`src/hw/rtl/bsts_pkg.sv`:
```
// ----------------------------------------------------------------------------
// bsts_pkg: shared types and constants of the byte stream text splitter
// Holds widths, character codes, mode and register codes and the record
// bundle that passes from the classifier to the record sequencer.
// ----------------------------------------------------------------------------
package bsts_pkg;

  localparam int MAX_SEP_BYTES = 8;
  localparam int OFFSET_BITS   = 24;
  localparam int WIN_BITS      = 8 * MAX_SEP_BYTES;
  localparam int SHIFT_BITS    = $clog2(WIN_BITS) + 1;
  localparam int SEP_LEN_BITS  = 4;
  localparam int PATTERN_BITS  = 64;
  localparam int CFG_DATA_BITS = 64;
  localparam int CFG_IDX_BITS  = 2;

  localparam logic [OFFSET_BITS-1:0] OFF_MAX = '1;

  localparam logic [7:0] CH_CR    = 8'h0D;
  localparam logic [7:0] CH_LF    = 8'h0A;
  localparam logic [7:0] CH_SPACE = 8'h20;
  localparam logic [7:0] CH_HT    = 8'h09;

  // split modes
  localparam logic [1:0] MODE_SEP    = 2'd0;
  localparam logic [1:0] MODE_LINES  = 2'd1;
  localparam logic [1:0] MODE_FIELDS = 2'd2;

  // configuration register indexes
  localparam logic [CFG_IDX_BITS-1:0] REG_SPLIT_MODE  = 2'd0;
  localparam logic [CFG_IDX_BITS-1:0] REG_SEP_LENGTH  = 2'd1;
  localparam logic [CFG_IDX_BITS-1:0] REG_SEP_PATTERN = 2'd2;

  // record kinds
  localparam logic KIND_SEGMENT = 1'b0;
  localparam logic KIND_END     = 1'b1;

  // record slots of one bundle, in delivery order
  localparam int SLOTS      = 3;
  localparam int SLOT_BITS  = 2;
  localparam int SLOT_BYTE  = 0;
  localparam int SLOT_CLOSE = 1;
  localparam int SLOT_END   = 2;

  localparam int QUEUE_DEPTH = 4;
  localparam int QPTR_BITS   = $clog2(QUEUE_DEPTH);

  typedef struct packed {
    logic                   too_long;
    logic [OFFSET_BITS-1:0] count;
    logic [OFFSET_BITS-1:0] length;
    logic [OFFSET_BITS-1:0] start;
    logic                   kind;
  } rec_t;

  typedef struct packed {
    logic [SLOTS-1:0]      valid;
    rec_t [SLOTS-1:0]      rec;
  } bundle_t;

  function automatic logic [OFFSET_BITS-1:0] sat_next(input logic [OFFSET_BITS-1:0] p);
    return (p == OFF_MAX) ? p : p + 1'b1;
  endfunction

  function automatic logic [OFFSET_BITS-1:0] seg_len(input logic [OFFSET_BITS-1:0] s,
                                                     input logic [OFFSET_BITS-1:0] e);
    return (e > s) ? e - s : '0;
  endfunction

  function automatic logic is_space(input logic [7:0] b);
    return (b == CH_SPACE) || ((b >= CH_HT) && (b <= CH_CR));
  endfunction

endpackage

```
`src/hw/rtl/bsts_front.sv`:
```
// ----------------------------------------------------------------------------
// bsts_front: byte classifier and segment tracker
// Holds the configuration registers and the per-text state, takes one byte
// per transfer and builds the bundle of up to three records it causes.
// ----------------------------------------------------------------------------
module bsts_front (
  input  logic                                 clk,
  input  logic                                 rst,
  input  logic                                 cfg_wr_en,
  input  logic [bsts_pkg::CFG_IDX_BITS-1:0]    cfg_index,
  input  logic [bsts_pkg::CFG_DATA_BITS-1:0]   cfg_data,
  input  logic                                 in_valid,
  output logic                                 in_ready,
  input  logic [7:0]                           in_byte,
  input  logic                                 in_present,
  input  logic                                 in_end,
  output logic                                 push_valid,
  input  logic                                 push_ready,
  output bsts_pkg::bundle_t                    push_data
);

  localparam int OB           = bsts_pkg::OFFSET_BITS;
  localparam int WB           = bsts_pkg::WIN_BITS;
  localparam int SB           = bsts_pkg::SEP_LEN_BITS;
  localparam int SHIFT_BITS_L = bsts_pkg::SHIFT_BITS;

  // configuration
  logic [1:0]                          split_mode;
  logic [SB-1:0]                       sep_length;
  logic [bsts_pkg::PATTERN_BITS-1:0]   sep_pattern;

  // per-text state
  logic [OB-1:0] text_offset, segment_begin, segment_total;
  logic [WB-1:0] match_window;
  logic [SB-1:0] bytes_since_cut;
  logic          pending_cr, in_field, after_terminator, overflow_seen;

  logic [OB-1:0] text_offset_next, segment_begin_next, segment_total_next;
  logic [WB-1:0] match_window_next;
  logic [SB-1:0] bytes_since_cut_next;
  logic          pending_cr_next, in_field_next, after_terminator_next;
  logic          overflow_seen_next;

  logic          accept;
  bsts_pkg::bundle_t bundle;

  assign in_ready   = push_ready;
  assign accept     = in_valid && in_ready;
  assign push_valid = accept && (bundle.valid != '0);
  assign push_data  = bundle;

  // Work out the effect of one item on the state and the records it causes
  always_comb begin
    logic [OB-1:0]           pos;
    logic [SB-1:0]           len;
    logic [SHIFT_BITS_L-1:0] sh;
    logic [WB-1:0]           shifted, mask;
    logic [OB:0]             p1, end_wide;
    logic [OB-1:0]           seg_end;
    logic                    hit;

    text_offset_next      = text_offset;
    segment_begin_next    = segment_begin;
    segment_total_next    = segment_total;
    match_window_next     = match_window;
    bytes_since_cut_next  = bytes_since_cut;
    pending_cr_next       = pending_cr;
    in_field_next         = in_field;
    after_terminator_next = after_terminator;
    overflow_seen_next    = overflow_seen;
    bundle                = '0;

    pos      = text_offset;
    len      = (sep_length > SB'(bsts_pkg::MAX_SEP_BYTES)) ?
               SB'(bsts_pkg::MAX_SEP_BYTES) : sep_length;
    sh       = SHIFT_BITS_L'(WB) - SHIFT_BITS_L'({len, 3'b000});
    p1       = {1'b0, pos} + 1'b1;
    end_wide = (p1 >= (OB+1)'(len)) ? p1 - (OB+1)'(len) : '0;
    seg_end  = end_wide[OB-1:0];
    shifted  = '0;
    mask     = '0;
    hit      = 1'b0;

    // Byte part
    if (in_present) begin
      if (text_offset == bsts_pkg::OFF_MAX) begin
        overflow_seen_next = 1'b1;
      end else begin
        text_offset_next = text_offset + 1'b1;
      end

      case (split_mode)
        bsts_pkg::MODE_SEP: begin
          match_window_next = {in_byte, match_window[WB-1:8]};
          if (bytes_since_cut < SB'(bsts_pkg::MAX_SEP_BYTES)) begin
            bytes_since_cut_next = bytes_since_cut + 1'b1;
          end
          shifted = match_window_next >> sh;
          mask    = (len == SB'(bsts_pkg::MAX_SEP_BYTES)) ? '1 :
                    (WB'(1) << {len, 3'b000}) - WB'(1);
          hit     = (len != '0) && (bytes_since_cut_next >= len) &&
                    (shifted == (sep_pattern[WB-1:0] & mask));
          if (hit) begin
            if (segment_total_next == bsts_pkg::OFF_MAX) begin
              overflow_seen_next = 1'b1;
            end else begin
              segment_total_next = segment_total_next + 1'b1;
            end
            bundle.valid[bsts_pkg::SLOT_BYTE] = 1'b1;
            bundle.rec[bsts_pkg::SLOT_BYTE]   = '{too_long: overflow_seen_next,
                                                  count: segment_total_next,
                                                  length: bsts_pkg::seg_len(segment_begin,
                                                                            seg_end),
                                                  start: segment_begin,
                                                  kind: bsts_pkg::KIND_SEGMENT};
            segment_begin_next   = bsts_pkg::sat_next(pos);
            bytes_since_cut_next = '0;
          end
        end
        bsts_pkg::MODE_LINES: begin
          if (pending_cr && (in_byte == bsts_pkg::CH_LF)) begin
            // absorb the LF of a CRLF pair
            pending_cr_next    = 1'b0;
            segment_begin_next = bsts_pkg::sat_next(pos);
          end else if ((in_byte == bsts_pkg::CH_CR) || (in_byte == bsts_pkg::CH_LF)) begin
            if (segment_total_next == bsts_pkg::OFF_MAX) begin
              overflow_seen_next = 1'b1;
            end else begin
              segment_total_next = segment_total_next + 1'b1;
            end
            bundle.valid[bsts_pkg::SLOT_BYTE] = 1'b1;
            bundle.rec[bsts_pkg::SLOT_BYTE]   = '{too_long: overflow_seen_next,
                                                  count: segment_total_next,
                                                  length: bsts_pkg::seg_len(segment_begin, pos),
                                                  start: segment_begin,
                                                  kind: bsts_pkg::KIND_SEGMENT};
            segment_begin_next    = bsts_pkg::sat_next(pos);
            pending_cr_next       = (in_byte == bsts_pkg::CH_CR);
            after_terminator_next = 1'b1;
          end else begin
            pending_cr_next       = 1'b0;
            after_terminator_next = 1'b0;
          end
        end
        bsts_pkg::MODE_FIELDS: begin
          if (bsts_pkg::is_space(in_byte)) begin
            if (in_field) begin
              if (segment_total_next == bsts_pkg::OFF_MAX) begin
                overflow_seen_next = 1'b1;
              end else begin
                segment_total_next = segment_total_next + 1'b1;
              end
              bundle.valid[bsts_pkg::SLOT_BYTE] = 1'b1;
              bundle.rec[bsts_pkg::SLOT_BYTE]   = '{too_long: overflow_seen_next,
                                                    count: segment_total_next,
                                                    length: bsts_pkg::seg_len(segment_begin,
                                                                              pos),
                                                    start: segment_begin,
                                                    kind: bsts_pkg::KIND_SEGMENT};
            end
            in_field_next = 1'b0;
          end else if (!in_field) begin
            segment_begin_next = pos;
            in_field_next      = 1'b1;
          end
        end
        default: begin
          // unused mode: count bytes only
        end
      endcase
    end

    // Close part: final segment, end record, then clear the text state
    if (in_end) begin
      if (((split_mode == bsts_pkg::MODE_SEP)) ||
          ((split_mode == bsts_pkg::MODE_LINES) && !after_terminator_next) ||
          ((split_mode == bsts_pkg::MODE_FIELDS) && in_field_next)) begin
        if (segment_total_next == bsts_pkg::OFF_MAX) begin
          overflow_seen_next = 1'b1;
        end else begin
          segment_total_next = segment_total_next + 1'b1;
        end
        bundle.valid[bsts_pkg::SLOT_CLOSE] = 1'b1;
        bundle.rec[bsts_pkg::SLOT_CLOSE]   = '{too_long: overflow_seen_next,
                                               count: segment_total_next,
                                               length: bsts_pkg::seg_len(segment_begin_next,
                                                                         text_offset_next),
                                               start: segment_begin_next,
                                               kind: bsts_pkg::KIND_SEGMENT};
      end
      bundle.valid[bsts_pkg::SLOT_END] = 1'b1;
      bundle.rec[bsts_pkg::SLOT_END]   = '{too_long: overflow_seen_next,
                                           count: segment_total_next,
                                           length: '0,
                                           start: '0,
                                           kind: bsts_pkg::KIND_END};
      text_offset_next      = '0;
      segment_begin_next    = '0;
      segment_total_next    = '0;
      match_window_next     = '0;
      bytes_since_cut_next  = '0;
      pending_cr_next       = 1'b0;
      in_field_next         = 1'b0;
      after_terminator_next = 1'b1;
      overflow_seen_next    = 1'b0;
    end
  end

  // Hold configuration; take register writes
  always_ff @(posedge clk) begin
    if (rst) begin
      split_mode  <= bsts_pkg::MODE_SEP;
      sep_length  <= '0;
      sep_pattern <= '0;
    end else if (cfg_wr_en) begin
      case (cfg_index)
        bsts_pkg::REG_SPLIT_MODE:  split_mode  <= cfg_data[1:0];
        bsts_pkg::REG_SEP_LENGTH:  sep_length  <= cfg_data[SB-1:0];
        bsts_pkg::REG_SEP_PATTERN: sep_pattern <= cfg_data[bsts_pkg::PATTERN_BITS-1:0];
        default: begin
        end
      endcase
    end
  end

  // Advance the text state on each transfer
  always_ff @(posedge clk) begin
    if (rst) begin
      text_offset      <= '0;
      segment_begin    <= '0;
      segment_total    <= '0;
      match_window     <= '0;
      bytes_since_cut  <= '0;
      pending_cr       <= 1'b0;
      in_field         <= 1'b0;
      after_terminator <= 1'b1;
      overflow_seen    <= 1'b0;
    end else if (accept) begin
      text_offset      <= text_offset_next;
      segment_begin    <= segment_begin_next;
      segment_total    <= segment_total_next;
      match_window     <= match_window_next;
      bytes_since_cut  <= bytes_since_cut_next;
      pending_cr       <= pending_cr_next;
      in_field         <= in_field_next;
      after_terminator <= after_terminator_next;
      overflow_seen    <= overflow_seen_next;
    end
  end

endmodule

```
`src/hw/rtl/bsts_queue.sv`:
```
// ----------------------------------------------------------------------------
// bsts_queue: record bundle queue
// Short first-in first-out store of record bundles between the classifier
// and the record sequencer, so that each side can stall on its own.
// ----------------------------------------------------------------------------
module bsts_queue (
  input  logic              clk,
  input  logic              rst,
  input  logic              push_valid,
  output logic              push_ready,
  input  bsts_pkg::bundle_t push_data,
  output logic              pop_valid,
  input  logic              pop_ready,
  output bsts_pkg::bundle_t pop_data
);

  localparam int PB = bsts_pkg::QPTR_BITS;

  bsts_pkg::bundle_t entries [bsts_pkg::QUEUE_DEPTH];
  logic [PB-1:0]     wr_ptr, rd_ptr;
  logic [PB:0]       fill;
  logic              do_push, do_pop;

  assign push_ready = (fill != (PB+1)'(bsts_pkg::QUEUE_DEPTH));
  assign pop_valid  = (fill != '0);
  assign pop_data   = entries[rd_ptr];
  assign do_push    = push_valid && push_ready;
  assign do_pop     = pop_valid && pop_ready;

  // Store a bundle at the write pointer
  always_ff @(posedge clk) begin
    if (do_push) begin
      entries[wr_ptr] <= push_data;
    end
  end

  // Advance pointers and fill level
  always_ff @(posedge clk) begin
    if (rst) begin
      wr_ptr <= '0;
      rd_ptr <= '0;
      fill   <= '0;
    end else begin
      if (do_push) begin
        wr_ptr <= wr_ptr + 1'b1;
      end
      if (do_pop) begin
        rd_ptr <= rd_ptr + 1'b1;
      end
      if (do_push && !do_pop) begin
        fill <= fill + 1'b1;
      end else if (do_pop && !do_push) begin
        fill <= fill - 1'b1;
      end
    end
  end

endmodule

```
`src/hw/rtl/bsts_back.sv`:
```
// ----------------------------------------------------------------------------
// bsts_back: record sequencer
// Walks the valid slots of the head bundle into the output register, one
// record per cycle unless the output stalls; marks each bundle's final record.
// ----------------------------------------------------------------------------
module bsts_back (
  input  logic                clk,
  input  logic                rst,
  input  logic                pop_valid,
  output logic                pop_ready,
  input  bsts_pkg::bundle_t   pop_data,
  output logic                out_valid,
  input  logic                out_ready,
  output bsts_pkg::rec_t      out_rec,
  output logic                out_last
);

  localparam int NS = bsts_pkg::SLOTS;

  logic                           started;
  logic [NS-1:0]                  rem;
  logic [NS-1:0]                  cur, rest;
  logic [bsts_pkg::SLOT_BITS-1:0] sel;
  logic                           load_out;

  // Pick the earliest slot still to deliver
  always_comb begin
    cur = started ? rem : pop_data.valid;
    sel = '0;
    for (int i = NS - 1; i >= 0; i--) begin
      if (cur[i]) begin
        sel = bsts_pkg::SLOT_BITS'(i);
      end
    end
    rest      = cur;
    rest[sel] = 1'b0;
  end

  assign load_out  = !out_valid || out_ready;
  assign pop_ready = load_out && (rest == '0);

  // Load the output register and track the head bundle
  always_ff @(posedge clk) begin
    if (rst) begin
      out_valid <= 1'b0;
      started   <= 1'b0;
      rem       <= '0;
    end else if (load_out) begin
      out_valid <= pop_valid;
      if (pop_valid) begin
        started <= (rest != '0);
        rem     <= rest;
      end
    end
  end

  always_ff @(posedge clk) begin
    if (load_out && pop_valid) begin
      out_rec  <= pop_data.rec[sel];
      out_last <= (rest == '0);
    end
  end

`ifndef SYNTHESIS
  // a partly delivered bundle stays at the queue head
  assert property (@(posedge clk) disable iff (rst) started |-> pop_valid)
    else $error("partly delivered bundle left the queue");

  // a partly delivered bundle still has records to deliver
  assert property (@(posedge clk) disable iff (rst) started |-> (rem != '0))
    else $error("sequencer started with nothing left");

  // an end record always closes its bundle
  assert property (@(posedge clk) disable iff (rst)
                   (out_valid && (out_rec.kind == bsts_pkg::KIND_END)) |-> out_last)
    else $error("end record not marked last");

  // a bundle is popped only on its final record
  assert property (@(posedge clk) disable iff (rst)
                   (pop_valid && pop_ready) |=> (out_valid && out_last))
    else $error("bundle popped before final record");
`endif

endmodule

```
`src/hw/rtl/byte_stream_text_splitter.sv`:
```
// ----------------------------------------------------------------------------
// byte_stream_text_splitter: text segment finder over a byte stream
// Splits a text by separator, by line ends or by whitespace and reports each
// segment as start offset and length, then an end record per text.
// ----------------------------------------------------------------------------
// Usage:
//   Slave channel s_*: one text byte per transfer. s_tuser is high when
//   s_tdata carries a byte; s_tlast closes the text (a transfer with
//   s_tuser low and s_tlast high is an empty text or a bare close).
//   Master channel m_*: one record per transfer. m_tuser is the record kind
//   (segment or end of text), m_tlast marks the final record caused by one
//   input transfer.
//   Configuration: write split mode, separator length and separator bytes
//   through cfg_wr_en/cfg_index/cfg_data between texts.
//   Delivery: a record can be taken on the master channel once it has passed
//   through the queue and then the output register after the byte transfer
//   that causes it. The classifier takes one byte per cycle while the queue
//   has room; the record sequencer sends one record per cycle while m_tready
//   is high, and a four-bundle queue absorbs the records of one item.
//   Reset clears all text state and the configuration (separator mode,
//   empty separator). When m_tready is low the output record holds, the
//   queue fills and s_tready drops once it is full.
// ----------------------------------------------------------------------------
module byte_stream_text_splitter (
  input  logic                                clk,
  input  logic                                rst,
  input  logic                                cfg_wr_en,
  input  logic [bsts_pkg::CFG_IDX_BITS-1:0]   cfg_index,
  input  logic [bsts_pkg::CFG_DATA_BITS-1:0]  cfg_data,
  input  logic                                s_tvalid,
  output logic                                s_tready,
  input  logic [7:0]                          s_tdata,  // text_byte
  input  logic                                s_tuser,  // byte_present
  input  logic                                s_tlast,  // text_end
  output logic                                m_tvalid,
  input  logic                                m_tready,
  output logic [79:0]                         m_tdata,  // seg_start, seg_length,
                                                        // seg_count, too_long, zero pad
  output logic                                m_tuser,  // record_kind
  output logic                                m_tlast   // last_result
);

  logic              push_valid, push_ready, pop_valid, pop_ready;
  bsts_pkg::bundle_t push_data, pop_data;
  bsts_pkg::rec_t    out_rec;

  bsts_front u_front (
    .clk        (clk),
    .rst        (rst),
    .cfg_wr_en  (cfg_wr_en),
    .cfg_index  (cfg_index),
    .cfg_data   (cfg_data),
    .in_valid   (s_tvalid),
    .in_ready   (s_tready),
    .in_byte    (s_tdata),
    .in_present (s_tuser),
    .in_end     (s_tlast),
    .push_valid (push_valid),
    .push_ready (push_ready),
    .push_data  (push_data)
  );

  bsts_queue u_queue (
    .clk        (clk),
    .rst        (rst),
    .push_valid (push_valid),
    .push_ready (push_ready),
    .push_data  (push_data),
    .pop_valid  (pop_valid),
    .pop_ready  (pop_ready),
    .pop_data   (pop_data)
  );

  bsts_back u_back (
    .clk       (clk),
    .rst       (rst),
    .pop_valid (pop_valid),
    .pop_ready (pop_ready),
    .pop_data  (pop_data),
    .out_valid (m_tvalid),
    .out_ready (m_tready),
    .out_rec   (out_rec),
    .out_last  (m_tlast)
  );

  // Pack the record fields, lowest field first
  assign m_tdata = {7'b0, out_rec.too_long, out_rec.count, out_rec.length, out_rec.start};
  assign m_tuser = out_rec.kind;

endmodule

```
`config.mk`:
```
export PLATFORM = sky130hd
export DESIGN_NAME = byte_stream_text_splitter
export DESIGN_NICKNAME = d
export VERILOG_FILES = /design/src/hw/rtl/bsts_pkg.sv /design/src/hw/rtl/bsts_front.sv /design/src/hw/rtl/bsts_queue.sv /design/src/hw/rtl/bsts_back.sv /design/src/hw/rtl/byte_stream_text_splitter.sv
export SDC_FILE = /design/constraint.sdc
export NUM_CORES = 2
export LEC_CHECK = 0
export ABC_AREA = 1
export BUFFER_PORTS_ARGS = -buffer_cell sky130_fd_sc_hd__buf_2
export CORE_MARGIN = 2
export CORE_UTILIZATION = 35
export DETAILED_ROUTE_END_ITERATION = 12
export SETUP_SLACK_MARGIN = 0.4
export SLEW_MARGIN = 20
export SYNTH_ARGS = -nofsm -noshare
export SYNTH_HDL_FRONTEND = slang
export SYNTH_HIERARCHICAL = 1
export SYNTH_SLANG_ARGS = --single-unit
export TNS_END_PERCENT = 50
```
`constraint.sdc`:
```
create_clock -name clk -period 17.5 [get_ports clk]
set_input_delay 3.5 -clock clk [delete_from_list [all_inputs] [get_ports clk]]
set_output_delay 3.5 -clock clk [all_outputs]
set_load 0.01 [all_outputs]
```
---- Yosys cells after proc, flatten, opt, wreduce, memory -nomap -nowiden ----
Memories as Yosys holds them, arrays and structs flattened. A register that Yosys moved wholly into a read port is not among the register bits.
Cells that the tools add are included.
storage, ports and cells
  register bits after elaboration ......... 301
  memory bits (writable) .................. 900
  bits of input ports ..................... 81
  output and inout bits ................... 84
  memories kept ........................... 1
operators by class
  $add $sub $neg .......................... 15
  magnitude comparators ................... 11
  eq/ne operators ......................... 13
  shifts and indexed selects .............. 2
  muxes and demuxes ....................... 96
  bitwise logic cells ..................... 3
  reduce and logical (&&, ||, !) cells .... 41
memories
  name             depth  width  rd ports  clocked after memory_dff  write ports  line              source
  u_queue.entries  4      225    1         1                         1            bsts_queue.sv:19  bsts_pkg::bundle_t entries [bsts_pkg::QUEUE_DEPTH];
operators by type and width
  operator               number
  $mux 74                8
  $mux 24                24
  $mux 64                4
  $pmux 74 s3            1
  $bmux 74 s2            1
  $mux 148               1
  $pmux 24 s3            2
  $add 24x1->24 const B  3
  $eq 24x24->1 const B   3
  $gt 24x24->1           3
  $sub 24x24->24         3
  $and 64x64->64         1
  $eq 64x64->1           1
  $shl 1x7->64 const A   1
  $shr 64x7->64          1
  $sub 64x1->64 const B  1
  $mux 1                 35
  $mux 4                 8
  $add 24x1->25 const B  1
  $ge 25x4->1            1
  $sub 24x4->24          1
  $eq 8x4->1 const B     2
  $logic_and 1x1->1      15
  $mux 2                 6
  31 further kinds       54

---- Depth between registers and ports, before layout ----
  depth after elaboration ................. 19
  gate-level depth with buffers ........... 48
  depth with buffers taken out ............ 46

---- By module ----
Netlist, hierarchy kept.
by module, submodules not included
  module                     instances  cells each  area an instance (sq um)  seq. area each (sq um)
  bsts_queue                 1          2,243       33,733.6                  27,206.1
  bsts_front                 1          3,945       21,879.7                  4,124.0
  bsts_back                  1          608         4,815.9                   2,352.3
  byte_stream_text_splitter  1          8           56.3                      0.0

---- Worst setup path after synthesis ----
OpenSTA, ideal clock, no wires.
  path type ............................... input to register
  start point ............................. in s_tdata[3]
  end point ............................... mem u_queue/entries[0][0] in the netlist's numbering (enable)
  arrival time ............................ 15.170 ns
  data required time ...................... 16.685 ns
  setup slack ............................. 1.515 ns
  cell stages on the path ................. 25
  buffers on the path ..................... 3
  cells stage by stage .................... clkbuf_1 -> inv_1 -> nand3_1 -> nand2_1 -> nor2_1 -> nand2_1 -> nor2_1 -> nand2_1 -> nor2_1 -> nand2_1 -> nor2_1 -> nand2_1 -> nor2_1 -> nand2_1 -> nor2_1 -> nand3_1 -> nor2_2 -> nand2_2 -> nand2_4 -> buf_6 -> buf_6 -> nand2_1 -> a21oi_1 -> nand2_1 -> nor2_1
between the ends
  word-level cells in the longest chain between the ends .. 17
ends and longest elaborated chain
  item                                                                    line                             source
  start, declared                                                         byte_stream_text_splitter.sv:32  input logic [7:0] s_tdata,
  parallel branches: the longest is 12 deep, another holds $shr 64x7->64  --
  $reduce_bool 3->1 (*)                                                   bsts_front.sv:49                 assign push_valid = accept && (bundle.valid != '0);
  $logic_and 1x1->1 (*)                                                   bsts_front.sv:49
  named net push_valid                                                    byte_stream_text_splitter.sv:43  logic push_valid, push_ready, pop_valid, pop_ready;
  $logic_and 1x1->1 (*)                                                   bsts_queue.sv:27                 assign do_push = push_valid && push_ready;
  $mux 1 (*)                                                              bsts_queue.sv:32                 if (do_push) begin
  $mux 1 (implied by the code) (*)                                        bsts_queue.sv:33                 entries[wr_ptr] <= push_data;
  end, declared                                                           bsts_queue.sv:19
Mark *: on every way through the listed nets, which the timed path passes.

==> summary.txt <==
Outcome
  • Result of the run: finished, final reports clean

Finish
  • Number of non-filler instances in the completed layout: 9197
  • Fraction of final layout cells with drive strength greater than 1: 7.48%
  • Commonest non-fill, non-tap cell in the layout: nand2_1
  • Layout Cell Area excl Fill: 66900 um2
  • Area growth, synth to finish: 10.6%
  • Most frequent cells in the layout: nand2_1, edfxtp_1, nor2_1, o21ai_0, inv_1
  • # nets final: 6967
  • Core Util, Final: 39.0%

Logic synthesis
  • #FFs+latches synth: 1195
  • Xor and xnor area share after synthesis: between 1 and 1.5%
  • Area fraction in and, or, nand and nor cells after synthesis: approximately a fifth
  • Dominant combinational cell family by area after synthesis: simple AND/OR/NAND/NOR gates
  • Syn Area/Cell: 8.89 um2
  • Post-synth design cell area: about 60000 um2
  • Number of warnings reported in the yosys synthesis log: 6
  • Compound-Gate Fraction of Synth Area: between 10 and 15%
  • Register area share after synthesis: 55.7%
  • Gate Count Post-Synth: 6804
  • Number of distinct library cells after synthesis: 63
  • Arithmetic-cell share of the synthesized area counting full adders, half adders and majority gates: 2.15%
  • FFs w/ async S/R, synth: 0%
  • Mux share of post-synthesis cell area: 0.0165%
  • Number of synthesized flops with an enable pin: 975
  • Main synth FF type: edfxtp_1

Clocking
  • Buffer depth of the longest clock path: 3
  • Resized cells post-CTS: 0
  • Num Clock Sinks: 1195
  • CTS Buf Count: between 100 and 150
  • Clk Latency, worst-skew pair: 0.80 ns
  • Cts-stage hold buffer count: 0
  • CTS H-tree depth: 4
  • TritonCTS clock tree: yes
  • Library cell used as clock root buffer: clkbuf_16
  • Post-CTS repair timing setup buffer count: 0
  • Clock input transition at the sequential cells of the worst setup and hold paths: 0.06 ns

Place
  • Area of placed instances: 62700 um2
  • Post-detailed-placement half-perimeter wirelength: 128000 um
  • Post-Place Setup Slack: 7.06 ns
  • Routability Congestion: 0.944
  • Port-buffer cells: approximately 160
  • Total placed cells including tap cells: 8961

Routing
  • Number of DRC markers after the initial detailed-route iteration: 5273
  • Wire length after detailed routing: 191000 um
  • Ratio of routed vias to standard cells: 5.27
  • Iteration count of the initial detailed-routing pass: 6
  • Average wire length per cell after detail routing: 20.8 um
  • DRC violations left: 0
  • Detail Route Antenna Nets: 0
  • Total vias in the final route: about 48000

Power
  • Overall Power: about 9 mW
  • Pwr per Cell Area: 134 nW/um2
  • Leakage power of the design: 26.4 nW
  • IR drop worst, VDD: about 0.12 mV

Floorplan
  • Area of the die: between 150000 and 200000 um2
  • Die Span Y: 420 um
  • Placeable Area: 172000 um2
  • Top-Level Pins: between 150 and 200
  • Starting Density: 35.2%
  • Core Rows: 152
  • Die W: approximately 420 um

STA
  • Final number of hold-violating endpoints: 0
  • Maximum frequency from static timing analysis: 0.0951 GHz
  • Post-route clock period utilization: 60.1%
  • Finish-stage setup viols: 0
  • Final slew viol count: 0
  • Minimum clock period after layout: around 11 ns
  • Unrepaired setup endpoints after global routing: no
  • Worst hold-check slack: 0.463 ns
  • Worst-case clock skew: 0.0256 ns
  • Final setup slack of the worst path: 6.98 ns
  • Worst slew margin: 26.7%
  • Slew at the pin closest to its max-slew limit: 1.10 ns
  • Setup_tns: 0 ns

Setup path
  • Arrival time reported for the critical path endpoint: 11.05 ns
  • Critical path's most frequent cell: nand2_1
  • Worst setup path class: flip-flop to flip-flop
  • Max stage delay cell, worst path: dfxtp_1
  • Critical path launch point type: flip-flop
  • Biggest cell delay along the critical path: 1.04 ns
  • Data required, critical path: between 15 and 20 ns
  • Worst-path fanout max: 63
  • Worst setup EP type: flip-flop

GRT
  • Global Route Usage Sum: 21.3%
  • Sum of overflow across all layers after global routing: 0
  • Vias in the first global route: 45000
  • Maximum number of pins on one net before global-route repair: 206
  • Number of antenna violations at the first check in global routing: 5
  • Wire length of the first global-routing pass: 286000 um

Hold path
  • Worst min-delay path category: flip-flop to flip-flop

Job
  • Number of max-cap violations: 0
[final cells by class]
class	instances	area, um2
diodes	1	2.50
clock inverters	67	733
multi-input cells	4675	22600
well taps	2310	2890
clock buffers	168	3500
inverters	559	2120
fillers	17100	105000
flip-flops and latches	1195	33700
repair buffers	222	1350
[cell usage after synthesis, drive strengths merged (4+ instances only)]
master	number	area share [%]
a211oi	6	0.074
a21oi	349	2.9
a221oi	5	0.072
a22oi	6	0.074
a31oi	11	0.11
and2	4	0.041
buf	231	2.7
clkbuf	199	1.2
clkinv	7	0.043
dfxtp	220	7.3
edfxtp	975	48
fa	5	0.17
ha	96	2.0
inv	552	3.4
nand2	1415	8.9
nand3	486	4.1
nand3b	92	1.1
nand4	41	0.42
nor2	941	5.9
nor3	51	0.43
nor4	7	0.072
o2111ai	4	0.058
o211ai	12	0.15
o21a	11	0.14
o21ai	695	5.8
o21bai	4	0.050
o221ai	6	0.087
o22ai	245	2.6
or2	18	0.19
xnor2	16	0.23
xor2	69	1.0
[kinds of logic (layout without fill, tap and decap cells)]
kind of cell,after synthesis,after routing
buffers and inverters,989,1016
AOI/OAI and AO/OA,1371,1371
adders and majority gates,101,101
other,2,58
xor gates and xnor gates,85,85
DFF,1195,1195
muxes,1,1
and+or+nand+nor,3060,3060
[flip-flops by register name, summed over array words and instances (netlist names), 2 cells and up, named ones only]
| name | flops |
|---|---|
| u_queue/entries | 900 |
| u_back/out_rec | 74 |
| u_front/sep_pattern | 64 |
| u_front/match_window | 56 |
| u_front/segment_begin | 24 |
| u_front/segment_total | 24 |
| u_front/text_offset | 24 |
| u_front/bytes_since_cut | 4 |
| u_front/sep_length | 4 |
| u_back/rem | 3 |
| u_queue/fill | 3 |
| u_front/split_mode | 2 |
| u_queue/rd_ptr | 2 |
| u_queue/wr_ptr | 2 |
[worst max-delay path: cells and delay by family, from the launching register on]
family | cells | cell delay (ns)
simple gates | 15 | 2.90
buf+inv | 9 | 2.13
flops | 1 | 1.04
fa+ha+maj | 3 | 1.07
compound gates | 13 | 3.04
[routing by layer]
| metal | up-vias | global-route usage, % | part of all wire [%] |
|---|---|---|---|
| met3 | 232 | 2.85 | 6.6 |
| met5 | - | 0 | 0.0068 |
| li1 | 23100 | - | - |
| met4 | 2 | 5.58 | 2.3 |
| met1 | 23400 | 30.3 | 45 |
| met2 | 1688 | 34.0 | 46 |
[final timing paths]
path                          from                       to  slack [ns]  cells after the start
min                  u_back/rem[0]            u_back/rem[0]        0.46                      2
min reg2reg          u_back/rem[0]            u_back/rem[0]        0.46                      2
max          u_front/sep_length[3]  u_queue/entries[2][122]        6.98                     40
max reg2reg  u_front/sep_length[3]  u_queue/entries[2][122]        6.98                     40
[power breakdown]
| group | internal, mW | switching, mW | leakage [nW] |
|---|---|---|---|
| Sequential | 3.42 | 0.0744 | 11.0 |
| Combinational | 0.721 | 2.03 | 13.3 |
| Clock | 1.57 | 1.17 | 2.04 |
Note: power is estimated with default switching activity, not from simulation.
